[src/rtl/lgs_pkg.sv]
`timescale 1ns / 1ps

package lgs_pkg;

    // default grid size
    localparam int GRID_ROWS_DEF = 64;
    localparam int GRID_COLS_DEF = 64;

    // fixed field widths
    localparam int REQ_W   = 2;
    localparam int ROW_W   = 6;
    localparam int COL_W   = 6;
    localparam int ALIVE_W = 13;
    localparam int GEN_W   = 32;

    // live count saturates here
    localparam int ALIVE_MAX = 8191;

    // request codes
    localparam logic [REQ_W-1:0] REQ_WRITE = 2'd0;
    localparam logic [REQ_W-1:0] REQ_READ  = 2'd1;
    localparam logic [REQ_W-1:0] REQ_STEP  = 2'd2;

    // memory port control
    typedef struct packed {
        logic rd_en;
        logic wr_en;
        logic wr_data;
    } t_mem_ctl;

endpackage

[src/rtl/lgs_step_engine.sv]
`timescale 1ns / 1ps

module lgs_step_engine #(
    parameter int GRID_ROWS = lgs_pkg::GRID_ROWS_DEF,
    parameter int GRID_COLS = lgs_pkg::GRID_COLS_DEF,
    localparam int ROW_AW = $clog2(GRID_ROWS),
    localparam int COL_AW = $clog2(GRID_COLS),
    localparam int AW     = ROW_AW + COL_AW,
    localparam int CELLS  = GRID_ROWS * GRID_COLS,
    localparam int TW     = $clog2(CELLS + 1)
) (
    input  logic              i_clk,
    input  logic              i_rst_n,
    input  logic              i_start,
    input  logic              i_rd_data,
    output lgs_pkg::t_mem_ctl o_mem_ctl,
    output logic [AW-1:0]     o_rd_addr,
    output logic [AW-1:0]     o_wr_addr,
    output logic              o_done,
    output logic [TW-1:0]     o_total
);

    // reads run one row plus one cell ahead of the evaluated cell
    localparam int ISSUES = CELLS + GRID_COLS + 1;
    localparam int IW     = $clog2(ISSUES + 1);
    localparam int SRL    = 2 * GRID_COLS + 3;

    // window taps, newest cell at tap 0
    localparam int T_SE = 0;
    localparam int T_S  = 1;
    localparam int T_SW = 2;
    localparam int T_E  = GRID_COLS;
    localparam int T_C  = GRID_COLS + 1;
    localparam int T_W  = GRID_COLS + 2;
    localparam int T_NE = 2 * GRID_COLS;
    localparam int T_N  = 2 * GRID_COLS + 1;
    localparam int T_NW = 2 * GRID_COLS + 2;

    logic              r_run;
    logic [IW-1:0]     r_icnt;
    logic [ROW_AW-1:0] r_ir;
    logic [COL_AW-1:0] r_ic;
    logic              r_s1_vld;
    logic              r_s1_real;
    logic              r_s1_ev;
    logic [SRL-1:0]    r_sr;
    logic              r_s2_vld;
    logic [ROW_AW-1:0] r_pr;
    logic [COL_AW-1:0] r_pc;
    logic [TW-1:0]     r_total;
    logic              r_done;

    logic       rd_real;
    logic       at_top;
    logic       at_bot;
    logic       at_lft;
    logic       at_rgt;
    logic       last_cell;
    logic [3:0] nbr_sum;
    logic       next_cell;

    assign rd_real = r_run && (r_icnt < IW'(CELLS));

    assign at_top    = (r_pr == '0);
    assign at_bot    = (r_pr == ROW_AW'(GRID_ROWS - 1));
    assign at_lft    = (r_pc == '0);
    assign at_rgt    = (r_pc == COL_AW'(GRID_COLS - 1));
    assign last_cell = at_bot && at_rgt;

    // no wrap: taps across an edge count as dead
    always_comb begin
        nbr_sum = 4'(r_sr[T_SE] & ~at_bot & ~at_rgt)
                + 4'(r_sr[T_S]  & ~at_bot)
                + 4'(r_sr[T_SW] & ~at_bot & ~at_lft)
                + 4'(r_sr[T_E]  & ~at_rgt)
                + 4'(r_sr[T_W]  & ~at_lft)
                + 4'(r_sr[T_NE] & ~at_top & ~at_rgt)
                + 4'(r_sr[T_N]  & ~at_top)
                + 4'(r_sr[T_NW] & ~at_top & ~at_lft);
        next_cell = (nbr_sum == 4'd3) || (r_sr[T_C] && (nbr_sum == 4'd2));
    end

    always_ff @(posedge i_clk) begin
        if (!i_rst_n) begin
            r_run     <= 1'b0;
            r_icnt    <= '0;
            r_ir      <= '0;
            r_ic      <= '0;
            r_s1_vld  <= 1'b0;
            r_s1_real <= 1'b0;
            r_s1_ev   <= 1'b0;
            r_s2_vld  <= 1'b0;
            r_pr      <= '0;
            r_pc      <= '0;
            r_total   <= '0;
            r_done    <= 1'b0;
        end else if (i_start) begin
            r_run    <= 1'b1;
            r_icnt   <= '0;
            r_ir     <= '0;
            r_ic     <= '0;
            r_s1_vld <= 1'b0;
            r_s2_vld <= 1'b0;
            r_pr     <= '0;
            r_pc     <= '0;
            r_total  <= '0;
            r_done   <= 1'b0;
        end else begin
            // read issue
            r_s1_vld  <= r_run;
            r_s1_real <= rd_real;
            r_s1_ev   <= (r_icnt >= IW'(GRID_COLS + 1));
            if (r_run) begin
                r_icnt <= r_icnt + 1'b1;
                if (r_icnt == IW'(ISSUES - 1)) begin
                    r_run <= 1'b0;
                end
            end
            if (rd_real) begin
                if (r_ic == COL_AW'(GRID_COLS - 1)) begin
                    r_ic <= '0;
                    r_ir <= r_ir + 1'b1;
                end else begin
                    r_ic <= r_ic + 1'b1;
                end
            end
            // evaluate and write back
            r_s2_vld <= r_s1_vld && r_s1_ev;
            if (r_s2_vld) begin
                r_total <= r_total + TW'(next_cell);
                if (at_rgt) begin
                    r_pc <= '0;
                    r_pr <= r_pr + 1'b1;
                end else begin
                    r_pc <= r_pc + 1'b1;
                end
            end
            r_done <= r_s2_vld && last_cell;
        end
    end

    // window over the last two rows plus three cells
    always_ff @(posedge i_clk) begin
        if (r_s1_vld) begin
            r_sr <= {r_sr[SRL-2:0], r_s1_real & i_rd_data};
        end
    end

    assign o_mem_ctl.rd_en   = rd_real;
    assign o_mem_ctl.wr_en   = r_s2_vld;
    assign o_mem_ctl.wr_data = next_cell;
    assign o_rd_addr         = {r_ir, r_ic};
    assign o_wr_addr         = {r_pr, r_pc};
    assign o_done            = r_done;
    assign o_total           = r_total;

endmodule

[config.mk]
export PLATFORM = sky130hd
export DESIGN_NAME = lgs_step_engine
export DESIGN_NICKNAME = d
export VERILOG_FILES = /design/src/rtl/lgs_pkg.sv /design/src/rtl/lgs_step_engine.sv
export SDC_FILE = /design/constraint.sdc
export NUM_CORES = 1
export LEC_CHECK = 0
export BUFFER_PORTS_ARGS = -buffer_cell sky130_fd_sc_hd__buf_2
export CAP_MARGIN = 20
export CORE_ASPECT_RATIO = 0.75
export CORE_MARGIN = 8
export CORE_UTILIZATION = 45
export DETAILED_ROUTE_END_ITERATION = 10
export GPL_TIMING_DRIVEN = 0
export MAX_ROUTING_LAYER = met4
export PLACE_DENSITY = 0.65
export SLEW_MARGIN = 20
export SYNTH_ARGS = -nofsm -noshare
export SYNTH_HDL_FRONTEND = slang
export SYNTH_SLANG_ARGS = --single-unit
[constraint.sdc]
create_clock -name i_clk -period 5.63 [get_ports i_clk]
set_clock_uncertainty 0.05 [all_clocks]
set_input_delay 0.8445 -clock i_clk [delete_from_list [all_inputs] [get_ports i_clk]]
set_output_delay 0.8445 -clock i_clk [all_outputs]
set_load 0.01 [all_outputs]
==> Word-level counts from Yosys, hierarchy flattened <==
Cells that the tools add are included.
{ "word_totals": {"ff_bits": 187, "out_inout_bits": 41, "inputBits": 4} }
{ "op_classes": {"addsub": 13, "n_bitwise": 18, "n_reduce_logical": 11, "eq_ne": 6, "n_lt_le_gt_ge": 2, "mux": 5} }
{ "op_table": {"columns": ["op", "count"], "rows": [
  ["1-bit by 4-bit bitwise AND with 4-bit output", 8],
  ["4-bit adder", 7],
  ["6-bit by 1-bit adder with 6-bit output, second input constant", 4],
  ["6-bit equality test, second input constant", 3],
  ["4-bit bitwise AND", 4],
  ["1-bit NOT with 4-bit output", 4],
  ["13-bit by 1-bit adder with 13-bit output", 1],
  ["13-bit by 1-bit adder with 13-bit output, second input constant", 1],
  ["13-bit equality test, second input constant", 1],
  ["13-bit by 7-bit >= comparator with 1-bit output, second input constant", 1],
  ["13-bit < comparator, second input constant", 1],
  ["6-bit logical NOT", 2],
  ["6-bit two-way mux", 2],
  ["4-bit by 2-bit equality test with 1-bit output, second input constant", 2],
  ["1-bit logical AND", 5],
  ["2-bit AND reduction", 2],
  ["1-bit two-way mux", 3],
  ["2-bit OR reduction", 1],
  ["1-bit bitwise AND", 1],
  ["1-bit logical OR", 1],
  ["1-bit NOT", 1]
]} }

==> Logic depth before layout (Yosys ltp) <==
Gate-level depths: netlist of the first run.
{ "logic_depth": {"ltp_word": 15, "mapped_depth": 17} }

==> Worst setup path after synthesis of the first run <==
OpenSTA, ideal clock, no wires.
{ "synth_path": {"path_kind": "register to register", "start": "register r_pc[1]", "end": "register r_total[6] (netlist: o_total[6])", "setup_time_ps": 70, "arrival_time_ps": 4793, "path_stages_with_launch": 18, "path_slack_ps": 716, "n_path_buf": 0, "required_time_ps": 5510, "path_cell_list": "dfxtp_1 -> ha_1 -> nand3_1 -> or2_2 -> nand3_1 -> fa_1 -> fa_1 -> inv_1 -> fa_1 -> ha_1 -> fa_1 -> or2_2 -> a21oi_1 -> ha_1 -> ha_1 -> nand4_1 -> or4_1 -> a21oi_1"} }
{ "synth_via": {"elab_chain_cells": 14, "elab_cells_between_ends": 22, "classes_between": "8 x add/sub; 3 x eq/ne; 8 x bitwise; 3 x reduce/logical"} }
{ "synth_lines": {"columns": ["item", "line", "text"], "rows": [
  ["start: declaration", "lgs_step_engine.sv:49", "logic [COL_AW-1:0] r_pc;"],
  ["start signal: assignment", "lgs_step_engine.sv:135", "r_pc <= r_pc + 1'b1;"],
  ["6-bit equality test", "lgs_step_engine.sv:67", "assign at_rgt = (r_pc == COL_AW'(GRID_COLS - 1));"],
  ["1-bit NOT with 4-bit output", "lgs_step_engine.sv:72, lgs_step_engine.sv:75, lgs_step_engine.sv:77", null],
  ["4-bit bitwise AND", "lgs_step_engine.sv:72", "nbr_sum = 4'(r_sr[T_SE] & ~at_bot & ~at_rgt)"],
  ["4-bit adder", "lgs_step_engine.sv:73", "+ 4'(r_sr[T_S] & ~at_bot)"],
  ["4-bit adder", "lgs_step_engine.sv:74", "+ 4'(r_sr[T_SW] & ~at_bot & ~at_lft)"],
  ["4-bit adder", "lgs_step_engine.sv:75", "+ 4'(r_sr[T_E] & ~at_rgt)"],
  ["4-bit adder", "lgs_step_engine.sv:76", "+ 4'(r_sr[T_W] & ~at_lft)"],
  ["4-bit adder", "lgs_step_engine.sv:77", "+ 4'(r_sr[T_NE] & ~at_top & ~at_rgt)"],
  ["4-bit adder", "lgs_step_engine.sv:78", "+ 4'(r_sr[T_N] & ~at_top)"],
  ["4-bit adder (*)", "lgs_step_engine.sv:79", "+ 4'(r_sr[T_NW] & ~at_top & ~at_lft);"],
  ["4-bit by 2-bit equality test with 1-bit output", "lgs_step_engine.sv:80", "next_cell = (nbr_sum == 4'd3) || (r_sr[T_C] && (nbr_sum == 4'd2));"],
  ["1-bit logical AND", "lgs_step_engine.sv:80", null],
  ["1-bit logical OR (*)", "lgs_step_engine.sv:80", null],
  ["via next_cell", "lgs_step_engine.sv:60", "logic next_cell;"],
  ["13-bit by 1-bit adder with 13-bit output (*)", "lgs_step_engine.sv:130", "r_total <= r_total + TW'(next_cell);"],
  ["end signal: assignment", "lgs_step_engine.sv:130", null],
  ["end: declaration", "lgs_step_engine.sv:50", "logic [TW-1:0] r_total;"]
]} }
The timed path passes the listed nets; every way through them passes the cells marked *.
A chain may end at the register's enable or synchronous reset.

==> Worst setup path after layout of the first run <==
{ "layout_path": {"start": "register r_pc[0]", "end": "output port o_mem_ctl[0] in the netlist's numbering"} }
{ "layout_via": {"elab_chain_cells": 13, "elab_cells_between_ends": 21, "classes_between": "7 x add/sub; 3 x eq/ne; 8 x bitwise; 3 x reduce/logical"} }
{ "layout_lines": {"columns": ["item", "line", "text"], "rows": [
  ["6-bit equality test", "lgs_step_engine.sv:67", null],
  ["1-bit NOT with 4-bit output", "lgs_step_engine.sv:72, lgs_step_engine.sv:75, lgs_step_engine.sv:77", null],
  ["4-bit bitwise AND", "lgs_step_engine.sv:72", null],
  ["4-bit adder", "lgs_step_engine.sv:73", null],
  ["4-bit adder", "lgs_step_engine.sv:74", null],
  ["4-bit adder", "lgs_step_engine.sv:75", null],
  ["4-bit adder", "lgs_step_engine.sv:76", null],
  ["4-bit adder", "lgs_step_engine.sv:77", null],
  ["4-bit adder", "lgs_step_engine.sv:78", null],
  ["4-bit adder (*)", "lgs_step_engine.sv:79", null],
  ["4-bit by 2-bit equality test with 1-bit output", "lgs_step_engine.sv:80", null],
  ["1-bit logical AND", "lgs_step_engine.sv:80", null],
  ["1-bit logical OR (*)", "lgs_step_engine.sv:80", null],
  ["end: declaration", "lgs_step_engine.sv:16", "output lgs_pkg::t_mem_ctl o_mem_ctl,"]
]} }
Every way passes the cells marked *; elsewhere a longest branch is shown, timed or not.

==> results.json, run 1 <==
{
  "outcome": "finished, final reports clean",
  "cts.htree.levels": 4,
  "grt_usage": 0.1368,
  "hold_path_class": "flip-flop to flip-flop",
  "wl_per_cell_um": 15.98,
  "endpoint_kind": "primary output",
  "cp.arrival_ps": 4560,
  "syn_inst": 468,
  "core-area_mm2": 0.01503,
  "setup_tns_ps": 0,
  "cts-buffers-inserted": 17,
  "min_period_ps": 5455,
  "setup_viol": 0,
  "drtIter0Drc": 320,
  "grt_pass1_vias": 3750,
  "antenna_found_initial": 0,
  "cp_common_cell": "fa_1",
  "rsz0062_at_grt": "no",
  "final_max_slew_viol_count": 0,
  "drcViolationCount": 0,
  "critical_path.max_fanout": 5,
  "drt-total-wl_um": 12040,
  "ys_async_sr_fraction": 0,
  "postRouteAntennaNets": 0,
  "fp.dieH_um": 122.7,
  "maxCapViolations": 0,
  "rows": 39,
  "ys_warn_count": 0,
  "cp-start-kind": "flip-flop",
  "yosysUniqueCellTypes": 43,
  "critPathKind": "flip-flop to primary output",
  "fill_cells": 1277,
  "fin_crit_sh": 0.9689,
  "synth_area_mm2": 0.006829,
  "synth_fp_nets": 490,
  "dieArea_mm2": 0.01941,
  "firstDrtPassIters": 5,
  "clock_latency_ps": 420,
  "clkTransAtPathRegs_ps": 70,
  "place_hpwl_um": 7705,
  "cellPowerDensity_mw_per_mm2": 339.5,
  "drive_gt1_frac": 0.1697,
  "cts_tree": "done",
  "cp_cell_sequence": "ha_1 > nand3_1 > or2_2 > nand3_1 > fa_1 > fa_1 > inv_1 > fa_1 > ha_1 > fa_1 > or2_2 > a21oi_4 > buf_4 > buf_2",
  "ios": 45,
  "syn_area_per_cell_um2": 14.59,
  "fmax_mhz": 183.3,
  "ys_ff_latch": 187,
  "hold_buffers": 0,
  "root_buffer": "clkbuf_16",
  "grt_remaining_overflow": 0,
  "syn_to_final_growth_pct": 16.95,
  "grt_pass1_wl_um": 19670,
  "seq_area_frac_synth": 0.7402,
  "p_leak_nw": 2.470,
  "ir_drop_v": 0.0001786,
  "cp.required_ps": 4740,
  "clkSinkCount": 187,
  "critPathSlowestCell": "fa_1",
  "drt-vias-per-instance": 5.247,
  "worst_slew_pin_slew_ps": 542.6,
  "antenna-diode-count": 0,
  "cpPeakStageDelay_ps": 550,
  "cts_buffer_depth": 2,
  "place_congestion": 0.8215,
  "synth-edff-count": 131,
  "die_w_um": 158.2,
  "slew_headroom": 0.6383,
  "grt_max_degree": 58,
  "synth_flop_cell": "edfxtp_1",
  "start_util": 0.4544,
  "io_buffers": 44,
  "total_power_w": 0.002712,
  "fin_nets": 557,
  "vias": 3951,
  "finalHoldViolations": 0
}
path summary, 6_finish.rpt:
check | cells after the start | from | endpoint | slack (ps)
max | 14 | r_pc[0] | o_mem_ctl[0] | 180
min | 0 | r_sr[69] | r_sr[70] | 360
max reg2reg | 17 | r_pc[0] | o_total[8] | 290
min reg2reg | 0 | r_sr[69] | r_sr[70] | 360
metal layers:
layer / vias to the layer above / track usage / part of all wire
met4: 0 / 0.06522 / 0.022
met2: 71 / 0.1837 / 0.43
met5: - / - / 0
met1: 1949 / 0.1859 / 0.51
met3: 20 / 0.04082 / 0.037
li1: 1911 / - / -
state kept, by name, indices dropped and copies added (netlist names), 6 cells and up:
name,cells
o_total,13
r_sr,131
r_ir,6
r_pc,6
r_pr,6
r_icnt,13
r_ic,6
through the flow:
stage / utilization / cell area [um^2] / hold WS [ps] / cells / setup slack (ps)
final: 0.5314 / 7986 / 360.5 / 753 / 175.1
after global routing: 0.5314 / 7986 / 374.1 / 753 / 1.161
after floorplan: - / 6829 / 350.3 / 468 / 716.2
after CTS: 0.5297 / 7961 / 365.9 / 751 / 62.56
after detailed placement: 0.4900 / 7365 / 354.5 / 719 / 96.40
after global placement: 0.4861 / 7306 / 354.5 / 717 / 278.9
kinds of logic (layout without fill, tap and decap cells):
| kind of cell | after synthesis | in the layout | synth area share |
|---|---|---|---|
| flops | 187 | 187 | 0.7402 |
| simple gates | 141 | 141 | 0.1141 |
| xor+xnor | 9 | 9 | 0.01154 |
| compound gates | 68 | 68 | 0.06028 |
| mux | 10 | 10 | 0.01466 |
| fa+ha+maj | 18 | 18 | 0.03738 |
| buf+inv | 35 | 115 | 0.02180 |
Yosys cell counts, types with 4 or more instances:
master	instances	area, um^2
o21ai_0	12	60.06
fa_1	4	80.08
buf_2	5	25.02
nor2_1	12	45.04
nand2_1	36	135.1
inv_1	20	75.07
and2_1	5	31.28
ha_1	14	175.2
o31ai_1	13	97.59
dfxtp_1	56	1121
clkbuf_1	7	26.28
a21oi_1	30	150.1
xor2_1	7	61.31
or4_1	15	112.6
or3_1	6	37.54
nand2b_1	12	75.07
nand4_1	12	75.07
nor4_1	10	62.56
mux2i_1	10	100.1
nand3_1	16	80.08
edfxtp_1	131	3934
cells in the final DEF (no fill, tap or decap), types with 12 or more instances in the layout:
master / instances
edfxtp_1: 131
dfxtp_1: 53
buf_2: 49
nand2_1: 36
a21oi_1: 29
inv_1: 20
clkbuf_16: 17
nand3_1: 16
or4_1: 15
ha_1: 14
o31ai_1: 13
nand2b_1: 12
o21ai_0: 12
nand4_1: 12
nor2_1: 12
report_power, final:
| part | total (W) | leakage, nW | switching (W) | internal (W) |
|---|---|---|---|---|
| Sequential | 0.00148 | 1.38 | 0.00000663 | 0.00147 |
| Combinational | 0.0000401 | 0.799 | 0.0000281 | 0.0000120 |
| Clock | 0.00119 | 0.291 | 0.000525 | 0.000669 |
layout make-up:
class	count	area (um^2)	share of cell area
sequential	187	5061	0.6337
multi-input combinational	246	1637	0.2049
clock buffer	19	432.9	0.05421
timing repair buffer	48	290.3	0.03635
tap	205	256.5	0.03212
clock inverter	13	160.2	0.02005
inverter	20	75.07	0.009400
buffer	15	73.82	0.009243
timing repair:
item,4_1_cts,5_1_grt
endpoints found under the hold margin,0,0
cloned,0,0
setup buffers,0,2
setup endpoints to repair,1,4
resized for setup,1,3
pin swaps,0,0
worst max-delay path, delay by kind of cell (launching register included):
| family | cells | cell delay [ps] |
|---|---|---|
| AO/OA/AOI/OAI | 1 | 210 |
| flip-flops | 1 | 370 |
| adder cells (fa/ha/maj) | 6 | 2320 |
| AND/OR/NAND/NOR | 4 | 900 |
| buffers and inverters | 3 | 330 |
(Power assumes the default switching activity.)
==> run 2: changes to the inputs <==
--- a/config.mk
+++ b/config.mk
@@ -12,7 +12,6 @@
 export CORE_UTILIZATION = 45
 export DETAILED_ROUTE_END_ITERATION = 10
 export GPL_TIMING_DRIVEN = 0
-export MAX_ROUTING_LAYER = met4
 export PLACE_DENSITY = 0.65
 export SLEW_MARGIN = 20
 export SYNTH_ARGS = -nofsm -noshare
==> constraint.sdc (replaced) <==
create_clock -name i_clk -period 6.55 [get_ports i_clk]
set_clock_uncertainty 0.05 [all_clocks]
set_input_delay 0.9825 -clock i_clk [delete_from_list [all_inputs] [get_ports i_clk]]
set_output_delay 0.9825 -clock i_clk [all_outputs]
set_load 0.01 [all_outputs]
==> run 2 against run 1 <==
  * Utilization shrank 0.19 points
  * Combinational power shrank 15%
  * Non-clock buffer count decreased by 2
  * Flip-flop and latch count did not move
  * Critical endpoint unchanged
  * Die area unchanged
  * Critical path type unchanged
==> results.json, run 2 (synthesis gave the netlist of run 1 again) <==
{
  "drt-vias-per-instance": 5.241,
  "io_buffers": 44,
  "ir_drop_v": 0.0001548,
  "rsz0062_at_grt": "no",
  "p_clk_frac": 0.440,
  "critical_path.max_fanout": 5,
  "antenna-diode-count": 0,
  "cp.arrival_ps": 4790,
  "fill_cells": 1280,
  "total_power_w": 0.002330,
  "final_cell_mix": "edfxtp_1 (131), dfxtp_1 (55), buf_2 (49)",
  "firstDrtPassIters": 4,
  "maxCapViolations": 0,
  "p_leak_nw": 2.458,
  "fin_nets": 555,
  "reg2reg_to": "o_total[8]",
  "cts_buffer_depth": 2,
  "clkSinkCount": 187,
  "setup_viol": 0,
  "grt_pass1_vias": 3740,
  "cts-buffers-inserted": 17,
  "hold_slack_ps": 359.0,
  "holdPathStages": 0,
  "antenna_found_initial": 0,
  "seq_power_share": 0.545,
  "hold_buffers": 0,
  "internal_power_w": 0.001849,
  "finalHoldViolations": 0,
  "cellPowerDensity_mw_per_mm2": 292.8,
  "drcViolationCount": 0,
  "grt_remaining_overflow": 0,
  "worst_slew_pin_slew_ps": 534.7,
  "p_switching_w": 0.0004803,
  "endpoint_kind": "primary output",
  "fp.dieH_um": 122.7,
  "grt_max_degree": 58,
  "setup_slack_ps": 723.8,
  "cp-start-kind": "flip-flop",
  "final_common_cell": "edfxtp_1",
  "grt_pass1_wl_um": 19710,
  "place_ws_ps": 1016,
  "drive_gt1_frac": 0.1612,
  "r2r.worst_path.cells": 17,
  "wl_per_cell_um": 15.95,
  "r2r_start": "r_pc[1]",
  "syn_to_final_growth_pct": 16.53,
  "drtIter0Drc": 315,
  "core-area_mm2": 0.01503,
  "holdPathEnd": "r_sr[70]",
  "fmax_mhz": 171.6,
  "cts_tree": "done",
  "rows": 39,
  "dieArea_mm2": 0.01941,
  "cts_setup_buffers": 0,
  "outcome": "finished, final reports clean",
  "slew_headroom": 0.6435,
  "fin_crit_sh": 0.8895,
  "vias": 3936,
  "min-delay-start": "r_sr[69]",
  "clkTransAtPathRegs_ps": 70,
  "largest_register_ff_count": 131,
  "post_cts_resized": 0,
  "power_frac_comb": 0.015,
  "grt_usage": 0.1329,
  "cts.htree.levels": 4,
  "min_period_ps": 5826,
  "ios": 45,
  "die_w_um": 158.2,
  "r2r_slack_ps": 960,
  "regMostFlops": "r_sr",
  "postRouteAntennaNets": 0,
  "place_hpwl_um": 7705,
  "final_max_slew_viol_count": 0,
  "setup_tns_ps": 0,
  "cp.required_ps": 5520,
  "clock_latency_ps": 430,
  "hold_path_class": "flip-flop to flip-flop",
  "critPathKind": "flip-flop to primary output",
  "p_sw_frac": 0.2062,
  "place_congestion": 0.8097,
  "start_util": 0.4544,
  "drt-total-wl_um": 11980,
  "root_buffer": "clkbuf_16"
}
run 2: area by class of cell:
type / count / area (um^2) / area share
Clock inverter: 13 / 160.2 / 0.02013
Multi-Input combinational cell: 246 / 1625 / 0.2042
Clock buffer: 19 / 432.9 / 0.05440
Buffer: 15 / 73.82 / 0.009277
Tap cell: 205 / 256.5 / 0.03223
Timing Repair Buffer: 46 / 275.3 / 0.03459
Inverter: 20 / 75.07 / 0.009434
Sequential cell: 187 / 5059 / 0.6357
run 2: worst max-delay path: stages, from the launching register on:
cell	delay (ps)
dfxtp_1	420
ha_1	250
nand3_1	130
or2_2	330
nand3_1	120
fa_1	430
fa_1	550
inv_1	60
fa_1	490
ha_1	250
fa_1	390
or2_2	290
a21oi_1	360
buf_4	190
buf_2	120
run 2: per-stage QoR:
stage,util,std cells,instance area [um^2]
2_1_floorplan,-,468,6829
3_3_place_gp,0.4861,717,7306
3_5_place_dp,0.4900,719,7365
4_1_cts,0.5295,751,7958
5_1_grt,0.5295,751,7958
6_report,0.5295,751,7958
run 2: worst max-delay path by stage:
stage | endpoint | cells past startpoint | startpoint
floorplan | o_total[6] | 17 | r_pc[1]
global placement | o_total[12] | 17 | r_pc[0]
detailed placement | o_total[8] | 17 | r_pc[0]
CTS | o_mem_ctl[0] | 14 | r_pc[1]
global route | o_mem_ctl[0] | 14 | r_pc[1]
finish | o_mem_ctl[0] | 14 | r_pc[1]
run 2: metal layers:
layer,share of wire,GRT usage,up-vias,wire length (um)
li1,-,-,1903,-
met1,0.50,0.1846,1952,5968
met2,0.44,0.1845,67,5212
met3,0.048,0.04398,14,579
met4,0.018,0.06345,0,221
met5,0,0,-,0
run 2: power groups by stage:
stage | registers (W) | logic, W | clock network [W]
global route | 0.00127 | 0.0000384 | 0.00110
floorplan | 0.00130 | 0.0000153 | 0
global placement | 0.00131 | 0.0000228 | 0
detailed placement | 0.00130 | 0.0000348 | 0
finish | 0.00127 | 0.0000341 | 0.00103
CTS | 0.00127 | 0.0000349 | 0.00105
